--- src/rtl/assert_macros.svh ---
// Assertion helpers. Each macro expects clk and rst_n in scope.
`ifndef ASSERT_MACROS_SVH
`define ASSERT_MACROS_SVH

`ifndef ASSERT_OFF
// Antecedent implies consequent in the same cycle.
`define ASSERT_IMP(lbl, ante, cons) \
  lbl: assert property (@(posedge clk) disable iff (!rst_n) (ante) |-> (cons)) \
    else $error("assertion failed: same-cycle implication");
// Antecedent implies consequent in the next cycle.
`define ASSERT_NXT(lbl, ante, cons) \
  lbl: assert property (@(posedge clk) disable iff (!rst_n) (ante) |=> (cons)) \
    else $error("assertion failed: next-cycle implication");
`else
`define ASSERT_IMP(lbl, ante, cons)
`define ASSERT_NXT(lbl, ante, cons)
`endif

`endif

--- src/rtl/wsd_pkg.sv ---
`timescale 1ns / 1ps

package wsd_pkg;

  localparam int DeliverCountBitsDefault = 16;
  localparam logic [15:0] MaxPayloadReset = 16'd4095;

  localparam logic [3:0] OPC_CLOSE = 4'h8;
  localparam logic [3:0] OPC_PING  = 4'h9;

  localparam logic [6:0] LEN_EXT16 = 7'd126;
  localparam logic [6:0] LEN_EXT64 = 7'd127;
  localparam logic [2:0] KEY_BYTES = 3'd4;

  typedef enum logic [1:0] {
    KIND_DATA  = 2'd0,
    KIND_CLOSE = 2'd1,
    KIND_PING  = 2'd2,
    KIND_EMPTY = 2'd3
  } kind_t;

  typedef struct packed {
    logic [7:0] in_byte;
  } in_item_t;

  typedef struct packed {
    kind_t      kind;
    logic [7:0] data_byte;
    logic       last;
    logic [3:0] frame_opcode;
    logic       truncated;
  } result_t;

  typedef struct packed {
    logic [15:0] max_payload;
  } cfg_item_t;

endpackage

--- src/rtl/wsd_stream_if.sv ---
`timescale 1ns / 1ps

interface wsd_stream_if
  import wsd_pkg::*;
#(
  parameter type T = in_item_t
) ();

  logic valid;
  logic ready;
  T     payload;

  modport source (output valid, output payload, input ready);
  modport sink   (input valid, input payload, output ready);

endinterface

--- src/rtl/websocket_frame_deframer.sv ---
`timescale 1ns / 1ps
`include "assert_macros.svh"

// WebSocket receive deframer. Takes the raw receive stream one byte per
// transaction and parses each frame header (opcode, mask bit, 7/16/64-bit
// length, optional 4-byte key). Payload bytes come out unmasked, one result
// per byte, at most max_payload per frame with last on the final delivered
// byte and truncated set when the frame was longer; the rest of the frame is
// read and dropped. Close and ping frames give one event result when the
// header completes and their payload is skipped; an empty data frame gives an
// empty marker. Header bytes other than the final one give no result. Rate:
// one byte per clock, sustained; each byte is parsed in the cycle it is
// accepted and its result sits in the output register on the next cycle. The
// input stalls only while that output register holds a result that is not
// taken. max_payload should be written only between frames while idle.
module websocket_frame_deframer
  import wsd_pkg::*;
#(
  parameter int DELIVER_COUNT_BITS = DeliverCountBitsDefault
) (
  input  logic              clk,
  input  logic              rst_n,
  wsd_stream_if.sink        in_if,
  wsd_stream_if.source      out_if,
  wsd_stream_if.sink        cfg_if
);

  localparam int CW    = DELIVER_COUNT_BITS;
  localparam int LIM_W = (CW > 16) ? CW : 16;
  localparam logic [LIM_W-1:0] CountMax = LIM_W'({CW{1'b1}});

  typedef enum logic [2:0] {
    PH_HDR0 = 3'd0,
    PH_HDR1 = 3'd1,
    PH_EXT  = 3'd2,
    PH_KEY  = 3'd3,
    PH_DATA = 3'd4
  } phase_t;

  phase_t       phase_r, phase_nxt;
  logic [2:0]   len_left_r, len_left_nxt;
  logic [63:0]  pay_rem_r, pay_rem_nxt;
  logic [CW-1:0] dc_r, dc_nxt;
  logic [31:0]  key_r, key_nxt;
  logic [2:0]   key_left_r, key_left_nxt;
  logic [1:0]   key_pos_r, key_pos_nxt;
  logic         mask_r, mask_nxt;
  logic [3:0]   opc_r, opc_nxt;
  logic         ctrl_r, ctrl_nxt;
  logic [15:0]  max_payload_r;

  logic         out_valid_r, out_valid_nxt;
  result_t      out_r, res;
  logic         produce;

  logic         in_ready, in_fire;
  logic [7:0]   b;
  logic         len_done, hdr_done;
  logic [2:0]   key_left_dec;
  logic [7:0]   key_byte;

  logic [LIM_W-1:0] mp_ext, lim_full;
  logic [CW-1:0]    lim, room, dc_inc;

  assign in_ready    = !out_valid_r || out_if.ready;
  assign in_if.ready = in_ready;
  assign in_fire     = in_if.valid && in_ready;
  assign b           = in_if.payload.in_byte;

  assign cfg_if.ready   = 1'b1;
  assign out_if.valid   = out_valid_r;
  assign out_if.payload = out_r;

  // Delivery limit is clipped to what the counter can hold.
  assign mp_ext   = LIM_W'(max_payload_r);
  assign lim_full = (mp_ext < CountMax) ? mp_ext : CountMax;
  assign lim      = lim_full[CW-1:0];
  assign room     = lim - dc_r;
  assign dc_inc   = dc_r + CW'(1);

  always_comb begin
    case (key_pos_r)
      2'd0:    key_byte = key_r[31:24];
      2'd1:    key_byte = key_r[23:16];
      2'd2:    key_byte = key_r[15:8];
      default: key_byte = key_r[7:0];
    endcase
  end

  always_comb begin
    phase_nxt    = phase_r;
    len_left_nxt = len_left_r;
    pay_rem_nxt  = pay_rem_r;
    dc_nxt       = dc_r;
    key_nxt      = key_r;
    key_left_nxt = key_left_r;
    key_pos_nxt  = key_pos_r;
    mask_nxt     = mask_r;
    opc_nxt      = opc_r;
    ctrl_nxt     = ctrl_r;
    produce      = 1'b0;
    len_done     = 1'b0;
    hdr_done     = 1'b0;
    key_left_dec = key_left_r;
    res.kind         = KIND_DATA;
    res.data_byte    = 8'h00;
    res.last         = 1'b1;
    res.frame_opcode = opc_r;
    res.truncated    = 1'b0;

    if (in_fire) begin
      unique case (phase_r)
        PH_HDR1: begin
          mask_nxt    = b[7];
          key_nxt     = 32'h0;
          pay_rem_nxt = 64'h0;
          if (b[6:0] == LEN_EXT16) begin
            len_left_nxt = 3'd1;
            phase_nxt    = PH_EXT;
          end else if (b[6:0] == LEN_EXT64) begin
            len_left_nxt = 3'd7;
            phase_nxt    = PH_EXT;
          end else begin
            pay_rem_nxt = {57'h0, b[6:0]};
            len_done    = 1'b1;
          end
        end
        PH_EXT: begin
          pay_rem_nxt = {pay_rem_r[55:0], b};
          if (len_left_r == 3'd0) begin
            len_done = 1'b1;
          end else begin
            len_left_nxt = len_left_r - 3'd1;
          end
        end
        PH_KEY: begin
          key_nxt = {key_r[23:0], b};
          if (key_left_r != 3'd0) begin
            key_left_dec = key_left_r - 3'd1;
          end
          key_left_nxt = key_left_dec;
          if (key_left_dec == 3'd0) begin
            hdr_done = 1'b1;
          end
        end
        PH_DATA: begin
          pay_rem_nxt = pay_rem_r - 64'd1;
          if (!ctrl_r && (dc_r < lim)) begin
            produce       = 1'b1;
            dc_nxt        = dc_inc;
            key_pos_nxt   = key_pos_r + 2'd1;
            res.kind      = KIND_DATA;
            res.data_byte = b ^ key_byte;
            res.last      = (pay_rem_r == 64'd1) || (dc_inc == lim);
            res.truncated = (|pay_rem_r[63:CW]) || (pay_rem_r[CW-1:0] > room);
          end
          if (pay_rem_r == 64'd1) begin
            phase_nxt = PH_HDR0;
          end
        end
        default: begin
          // first header byte; unused phase codes land here too
          opc_nxt   = b[3:0];
          ctrl_nxt  = (b[3:0] == OPC_CLOSE) || (b[3:0] == OPC_PING);
          phase_nxt = PH_HDR1;
        end
      endcase

      if (len_done) begin
        if (mask_nxt) begin
          key_left_nxt = KEY_BYTES;
          phase_nxt    = PH_KEY;
        end else begin
          hdr_done = 1'b1;
        end
      end

      if (hdr_done) begin
        key_pos_nxt = 2'd0;
        dc_nxt      = '0;
        if (ctrl_r) begin
          produce   = 1'b1;
          res.kind  = (opc_r == OPC_CLOSE) ? KIND_CLOSE : KIND_PING;
          phase_nxt = (pay_rem_nxt != 64'h0) ? PH_DATA : PH_HDR0;
        end else if (pay_rem_nxt == 64'h0) begin
          produce   = 1'b1;
          res.kind  = KIND_EMPTY;
          phase_nxt = PH_HDR0;
        end else begin
          phase_nxt = PH_DATA;
          if (lim == '0) begin
            // nothing may be delivered: mark the frame and drop its payload
            produce       = 1'b1;
            res.kind      = KIND_EMPTY;
            res.truncated = 1'b1;
          end
        end
      end
    end

    if (produce) begin
      out_valid_nxt = 1'b1;
    end else if (out_if.ready) begin
      out_valid_nxt = 1'b0;
    end else begin
      out_valid_nxt = out_valid_r;
    end
  end

  always_ff @(posedge clk) begin
    if (!rst_n) begin
      phase_r       <= PH_HDR0;
      len_left_r    <= 3'd0;
      pay_rem_r     <= 64'h0;
      dc_r          <= '0;
      key_r         <= 32'h0;
      key_left_r    <= 3'd0;
      key_pos_r     <= 2'd0;
      mask_r        <= 1'b0;
      opc_r         <= 4'h0;
      ctrl_r        <= 1'b0;
      max_payload_r <= MaxPayloadReset;
      out_valid_r   <= 1'b0;
    end else begin
      phase_r     <= phase_nxt;
      len_left_r  <= len_left_nxt;
      pay_rem_r   <= pay_rem_nxt;
      dc_r        <= dc_nxt;
      key_r       <= key_nxt;
      key_left_r  <= key_left_nxt;
      key_pos_r   <= key_pos_nxt;
      mask_r      <= mask_nxt;
      opc_r       <= opc_nxt;
      ctrl_r      <= ctrl_nxt;
      out_valid_r <= out_valid_nxt;
      if (cfg_if.valid) begin
        max_payload_r <= cfg_if.payload.max_payload;
      end
    end
    if (produce) begin
      out_r <= res;
    end
  end

  `ASSERT_IMP(a_event_last, out_valid_r && (out_r.kind != KIND_DATA), out_r.last)
  `ASSERT_IMP(a_event_no_trunc,
              out_valid_r && ((out_r.kind == KIND_CLOSE) || (out_r.kind == KIND_PING)),
              !out_r.truncated)
  `ASSERT_IMP(a_key_needs_mask, phase_r == PH_KEY, mask_r && (key_left_r != 3'd0))
  `ASSERT_NXT(a_hdr0_to_hdr1, in_fire && (phase_r == PH_HDR0), phase_r == PH_HDR1)
  `ASSERT_IMP(a_data_nonzero, phase_r == PH_DATA, pay_rem_r != 64'h0)

endmodule

--- src/flat_wrapper.sv ---
// flat-port wrapper written by rule: the top's interface ports become plain ports
module websocket_frame_deframer_flat import wsd_pkg::*;
#(
  parameter int DELIVER_COUNT_BITS = DeliverCountBitsDefault
)
  (clk, rst_n, in_if_valid, in_if_payload, in_if_ready, out_if_valid, out_if_payload, out_if_ready, cfg_if_valid, cfg_if_payload, cfg_if_ready);
  wsd_stream_if #(.T(in_item_t)) in_if_i ();
  wsd_stream_if #(.T(result_t)) out_if_i ();
  wsd_stream_if #(.T(cfg_item_t)) cfg_if_i ();
  input  logic clk;
  input  logic rst_n;
  input wire logic [$bits(in_if_i.valid)-1:0] in_if_valid;
  input wire logic [$bits(in_if_i.payload)-1:0] in_if_payload;
  output wire logic [$bits(in_if_i.ready)-1:0] in_if_ready;
  output wire logic [$bits(out_if_i.valid)-1:0] out_if_valid;
  output wire logic [$bits(out_if_i.payload)-1:0] out_if_payload;
  input wire logic [$bits(out_if_i.ready)-1:0] out_if_ready;
  input wire logic [$bits(cfg_if_i.valid)-1:0] cfg_if_valid;
  input wire logic [$bits(cfg_if_i.payload)-1:0] cfg_if_payload;
  output wire logic [$bits(cfg_if_i.ready)-1:0] cfg_if_ready;
  assign in_if_i.valid = in_if_valid;
  assign in_if_i.payload = in_if_payload;
  assign in_if_ready = in_if_i.ready;
  assign out_if_valid = out_if_i.valid;
  assign out_if_payload = out_if_i.payload;
  assign out_if_i.ready = out_if_ready;
  assign cfg_if_i.valid = cfg_if_valid;
  assign cfg_if_i.payload = cfg_if_payload;
  assign cfg_if_ready = cfg_if_i.ready;
  websocket_frame_deframer #(.DELIVER_COUNT_BITS(DELIVER_COUNT_BITS)) u_core (.clk(clk), .rst_n(rst_n), .in_if(in_if_i), .out_if(out_if_i), .cfg_if(cfg_if_i));
endmodule
--- config.mk ---
export PLATFORM = sky130hd
export DESIGN_NAME = websocket_frame_deframer_flat
export DESIGN_NICKNAME = d
export VERILOG_FILES = /design/src/rtl/wsd_pkg.sv /design/src/rtl/wsd_stream_if.sv /design/src/rtl/websocket_frame_deframer.sv /design/src/flat_wrapper.sv
export VERILOG_INCLUDE_DIRS = /design/src /design/src/rtl
export SDC_FILE = /design/constraint.sdc
export NUM_CORES = 1
export LEC_CHECK = 0
export ABC_AREA = 1
export ABC_CLOCK_PERIOD_IN_PS = 3450
export BUFFER_PORTS_ARGS = -buffer_cell sky130_fd_sc_hd__buf_4
export CORE_UTILIZATION = 59
export CTS_BUF_LIST = sky130_fd_sc_hd__clkbuf_4
export DETAILED_ROUTE_END_ITERATION = 7
export HOLD_SLACK_MARGIN = 0.02
export PLACE_DENSITY = 0.8
export SYNTH_ARGS = -nofsm -noshare
export SYNTH_HDL_FRONTEND = slang
export SYNTH_SLANG_ARGS = --single-unit
--- constraint.sdc ---
create_clock -name clk -period 3.45 [get_ports clk]
set_input_delay 0.345 -clock clk [delete_from_list [all_inputs] [get_ports clk]]
set_output_delay 0.345 -clock clk [all_outputs]
set_load 0.02 [all_outputs]
Word-level counts from Yosys, hierarchy flattened
Index checks and enable logic that the tools add are counted.

Bits of input ports: 29. Output and inout port bits: 19. Word-level logic and storage cells: 138. Bits in registers: 162.

Equality and inequality tests: 15. Add/sub/neg operators: 6. Bitwise operators: 2. Order comparisons: 3. Reduce and logical (&&, ||, !) cells: 28. Mux-type cells: 67.

Operators with widths (count): 64-bit one-hot mux with 3 select lines (1); 64-bit two-way mux (2); 64-bit by 1-bit equality test with 1-bit output, second input constant (1); 64-bit logical NOT (1); 16-bit two-way mux (4); 32-bit one-hot mux with 2 select lines (1); 64-bit nonzero test (1); 64-bit by 1-bit subtractor with 64-bit output, second input constant (1); 3-bit two-way mux (18); 48-bit OR reduction (1); 1-bit two-way mux (26); 8-bit one-hot mux with 3 select lines (1); 16-bit by 1-bit adder with 16-bit output, second input constant (1); 16-bit equality test (1); 16-bit > comparator (1); 16-bit logical NOT (1); 16-bit < comparator (1); 16-bit < comparator, second input constant (1); 2-bit two-way mux (8); 16-bit subtractor (1); 7-bit equality test, second input constant (2); 4-bit equality test, second input constant (3); 11-bit two-way mux (1); 2-bit nonzero test (5); 27 further kinds (37).

Logic depth before layout (Yosys ltp)
Word-level depth: 13. Gate-level depth with buffers: 23. Depth with buffers taken out: 23.

Least setup slack after synthesis
OpenSTA, ideal clock, no wires.

Kind: register -> register. Start: register u_core.dc_r[2]. End: register u_core.out_r (netlist bit u_core.out_if.payload[0]) (data pin). Arrival time: 3.230 ns. Buffers on the path: 0. Slack: 0.074 ns. Period minus slack after synthesis: 3.376 ns. Required time: 3.304 ns. Library setup time: 0.146 ns. Stages on the path, launching flop included: 24. Cells stage by stage: dfxtp_1 -> inv_1 -> ha_1 -> nand3b_1 -> nand3_1 -> a21o_1 -> a21boi_0 -> o21ai_0 -> a21boi_0 -> inv_1 -> a21oi_1 -> o21ai_0 -> xor2_1 -> ha_1 -> nand2_1 -> inv_1 -> nand3_1 -> nor3_1 -> nand2_1 -> o2111ai_1 -> nand2_1 -> nand2_1 -> nand2_1 -> a21oi_1.

Word-level cells in the longest chain between the ends: 9. Elaborated cells between the ends (all ways): 11. Those cells by class: 1 x add/sub; 2 x order compare; 6 x mux; 2 x reduce/logical.

RTL lines: start, declared (line websocket_frame_deframer.sv:43) `logic [CW-1:0] dc_r, dc_nxt;`; start signal, assigned (line websocket_frame_deframer.sv:228) `dc_r <= dc_nxt;`; 16-bit subtractor (line websocket_frame_deframer.sv:78) `assign room = lim - dc_r;`; 16-bit > comparator (line websocket_frame_deframer.sv:155) `res.truncated = (|pay_rem_r[63:CW]) || (pay_rem_r[CW-1:0] > room);`; 1-bit logical OR (line websocket_frame_deframer.sv:155); 1-bit two-way mux * (line websocket_frame_deframer.sv:148) `if (!ctrl_r && (dc_r < lim)) begin`; 1-bit two-way mux * (line websocket_frame_deframer.sv:112) `unique case (phase_r)`; 1-bit two-way mux (line websocket_frame_deframer.sv:191) `if (lim == '0) begin`; 1-bit two-way mux (line websocket_frame_deframer.sv:185) `end else if (pay_rem_nxt == 64'h0) begin`; 1-bit two-way mux (line websocket_frame_deframer.sv:181) `if (ctrl_r) begin`; 1-bit two-way mux * (line websocket_frame_deframer.sv:178) `if (hdr_done) begin`; end signal, assigned (line websocket_frame_deframer.sv:241) `out_r <= res;`; end, declared (line websocket_frame_deframer.sv:53) `result_t out_r, res;`.

Every way passes the cells marked *; elsewhere a longest branch is shown, timed or not. A chain may end at the register's enable or synchronous reset.

Worst setup path after layout
Ends and elaborated chain as after synthesis.

==> results_dict.tcl <==
set metrics [dict create \
    io_pins 48 \
    nets 2053 \
    synth_top_area_share_pct 24.8 \
    synth.area.top_cells "dfxtp_1 (25%), nand2_1 (17%), nor2_1 (7.4%)" \
    setup_viol 0 \
    ir_drop_mv 0.225 \
    synth_nets 1992 \
    post_dp_cell_area_um2 12500 \
    worstPathMaxFanout 3 \
    holdWs_ps 66.0 \
    fin_crit_sh_pct 95.2 \
    dp_hpwl_mm 24.9 \
    synth_cell_type_count 53 \
    crit_path_end_kind "register" \
    first_global_vias 11400 \
    hold_violations 0 \
    dr_total_vias 12700 \
    drc 0 \
    fmax_ghz 0.304 \
    min_period_ps 3280 \
    power.leakage_nw 6.18 \
    grt_max_degree 66 \
    core_um2 19500 \
    synthFlopType "dfxtp_1" \
    numCtsBuffers 17 \
    post-route-cell-area_um2 13300 \
    ys_seq_area_share_pct 28.9 \
    grt_overflow 0 \
    root_buffer "clkbuf_4" \
    clk_path_buf_depth 2 \
    synth-edff-count 16 \
    synth_cells 1918 \
    async_reset_ff_share_pct 0 \
    worstPathRequired_ps 3940 \
    final_common_cell "nand2_1" \
    relSlewSlack_pct 48.6 \
    drv_cap 0 \
    htree_levels 4 \
    drive_gt1_share_pct 12.4 \
    grt_antenna_before_repair 1 \
    area_growth_pct 12.4 \
    ys_warn_count 0 \
    synth-seq-cells 162 \
    cts_sinks 162 \
    cts_tree "yes" \
    layout_common_cells "nand2_1 (520), nor2_1 (232), inv_1 (225)" \
    first_pass_iters 6 \
    synth_top_area_cell "dfxtp_1" \
    hold_path.class "primary input to register" \
    start_kind "register" \
    syn-cell-area_um2 11800 \
    avgSynthCellArea_um2 6.15 \
    die_h_um 143 \
    place.gp.congestion 0.969 \
    skew_ps 34.9 \
    drv_slew 0 \
    antenna_left 0 \
    wl_mm 35.1 \
    dieArea_um2 20600 \
    status "complete, no violations" \
    dieWidth_um 143 \
    tightestPinTransition_ps 771 \
    finalSetupTns_ps 0 \
    start_util_pct 60.4 \
    power.density_nw_per_um2 377 \
    clk_latency_ps 640 \
    rows 51 \
    groute.usage.overall_pct 34.4 \
    cts.clk_slew.worst_paths_ps 180 \
    grt_pass1_wl_mm 55.5 \
    portBuffers 46 \
    routedWlPerCell_um 15.5 \
    drt_iter0_markers 1461 \
    via_per_inst 5.64 \
    crit_type "register to register" \
    cp.arrival_ps 3770 \
]
[cell usage after synthesis (all sizes together) (10+ instances only)]
master,count
inv,235
o211ai,39
nand2,539
xor2,27
nand4,17
ha,44
or2,10
buf,22
o21ai,129
dfxtp,146
edfxtp,16
nor3,23
a21oi,137
clkbuf,62
nor2,274
nand3,144
[per-layer routing]
layer  up-vias  part of all wire [%]  track usage [%]
li1       6304                     -                -
met1      5784                    44             49.2
met2       586                    43             52.2
met3        66                   9.9             5.83
met4         0                   2.4             11.0
met5         -                     0                0
[cell families (layout without fill, tap and decap cells)]
| group | Yosys count | in the layout | share of synthesized area [%] |
|---|---|---|---|
| AO/OA/AOI/OAI | 334 | 334 | 15.7 |
| XOR/XNOR | 34 | 34 | 2.52 |
| adder cells (fa/ha/maj) | 45 | 45 | 4.84 |
| buffers and inverters | 320 | 394 | 10.5 |
| flip-flops | 162 | 162 | 28.9 |
| multiplexers | 2 | 2 | 0.180 |
| other | 1 | 2 | 0.0318 |
| AND/OR/NAND/NOR | 1020 | 1020 | 37.3 |
[flip-flops by register name, summed over array words and instances, names as in the netlist]
name,cells
u_core.dc_r,16
u_core.pay_rem_r,64
u_core.key_left_r,3
u_core.mask_r,1
u_core.max_payload_r,16
u_core.opc_r,4
u_core.key_pos_r,2
u_core.out_if.payload,16
u_core.ctrl_r,1
u_core.phase_r,3
u_core.out_if.valid,1
u_core.len_left_r,3
u_core.key_r,32
[path summary, 6_finish.rpt]
path,from,end,slack (ps),depth (start not counted)
setup / recovery,u_core.dc_r[2]$_SDFFE_PN0P_,u_core.out_if.payload[0]$_SDFFCE_PN0P_,170,23
hold / removal,cfg_if_valid,u_core.max_payload_r[5]$_SDFFE_PN1P_,70,2
setup reg to reg,u_core.dc_r[2]$_SDFFE_PN0P_,u_core.out_if.payload[0]$_SDFFCE_PN0P_,170,23
hold reg to reg,u_core.opc_r[3]$_SDFFE_PN0P_,u_core.out_if.payload[4]$_DFFE_PP_,450,0
[repair_timing]
action / CTS / global route
cloned: 0 / 0
buffers inserted: 0 / 6
pin swaps: 0 / 8
gates resized for setup: 3 / 31
hold endpoints to repair: 26 / 0
hold buffers: 24 / 0
endpoints found under the setup margin: 1 / 12
[power breakdown]
part / internal [W] / switching [W]
clock: 0.000356 / 0.000896
combinational: 0.000536 / 0.00107
sequential: 0.00200 / 0.000146
total: 0.00289 / 0.00211
[layout make-up]
| class | instances | area (um2) |
|---|---|---|
| well taps | 265 | 332 |
| fillers | 1782 | 6260 |
| clock inverters | 15 | 199 |
| inverters | 236 | 888 |
| multi-input cells | 1436 | 7280 |
| clock buffers | 17 | 128 |
| repair buffers | 126 | 1020 |
| flip-flops and latches | 162 | 3410 |
| diodes | 1 | 2.50 |
[metrics by stage]
step           std cells  setup WS [ps]  total power (W)  utilization, %
3_3_place_gp        2195           62.3          0.00364            64.1
3_5_place_dp        2195           -110          0.00367            64.1
5_1_grt             2258          -44.7          0.00527            67.9
6_report            2258            166          0.00500            67.9
4_1_cts             2251           40.2          0.00493            67.0
2_1_floorplan       1918           74.4          0.00323               -
[worst max-delay path, stage by stage, from the launching register on]
cell	delay, ps
dfxtp_2	350
inv_1	100
ha_4	220
nand2_1	80
nand3_2	100
a21o_1	220
a21boi_2	200
o21ai_2	90
a21boi_2	160
inv_1	60
a21oi_2	110
o21ai_1	80
xor2_1	150
ha_1	300
nand2_1	50
inv_1	70
nand3_2	90
nor3_2	230
nand2_1	80
o2111ai_1	80
nand2_1	80
nand2_1	70
nand2_1	60
a21oi_2	120
No activity file was read; power rests on OpenSTA's default activity.
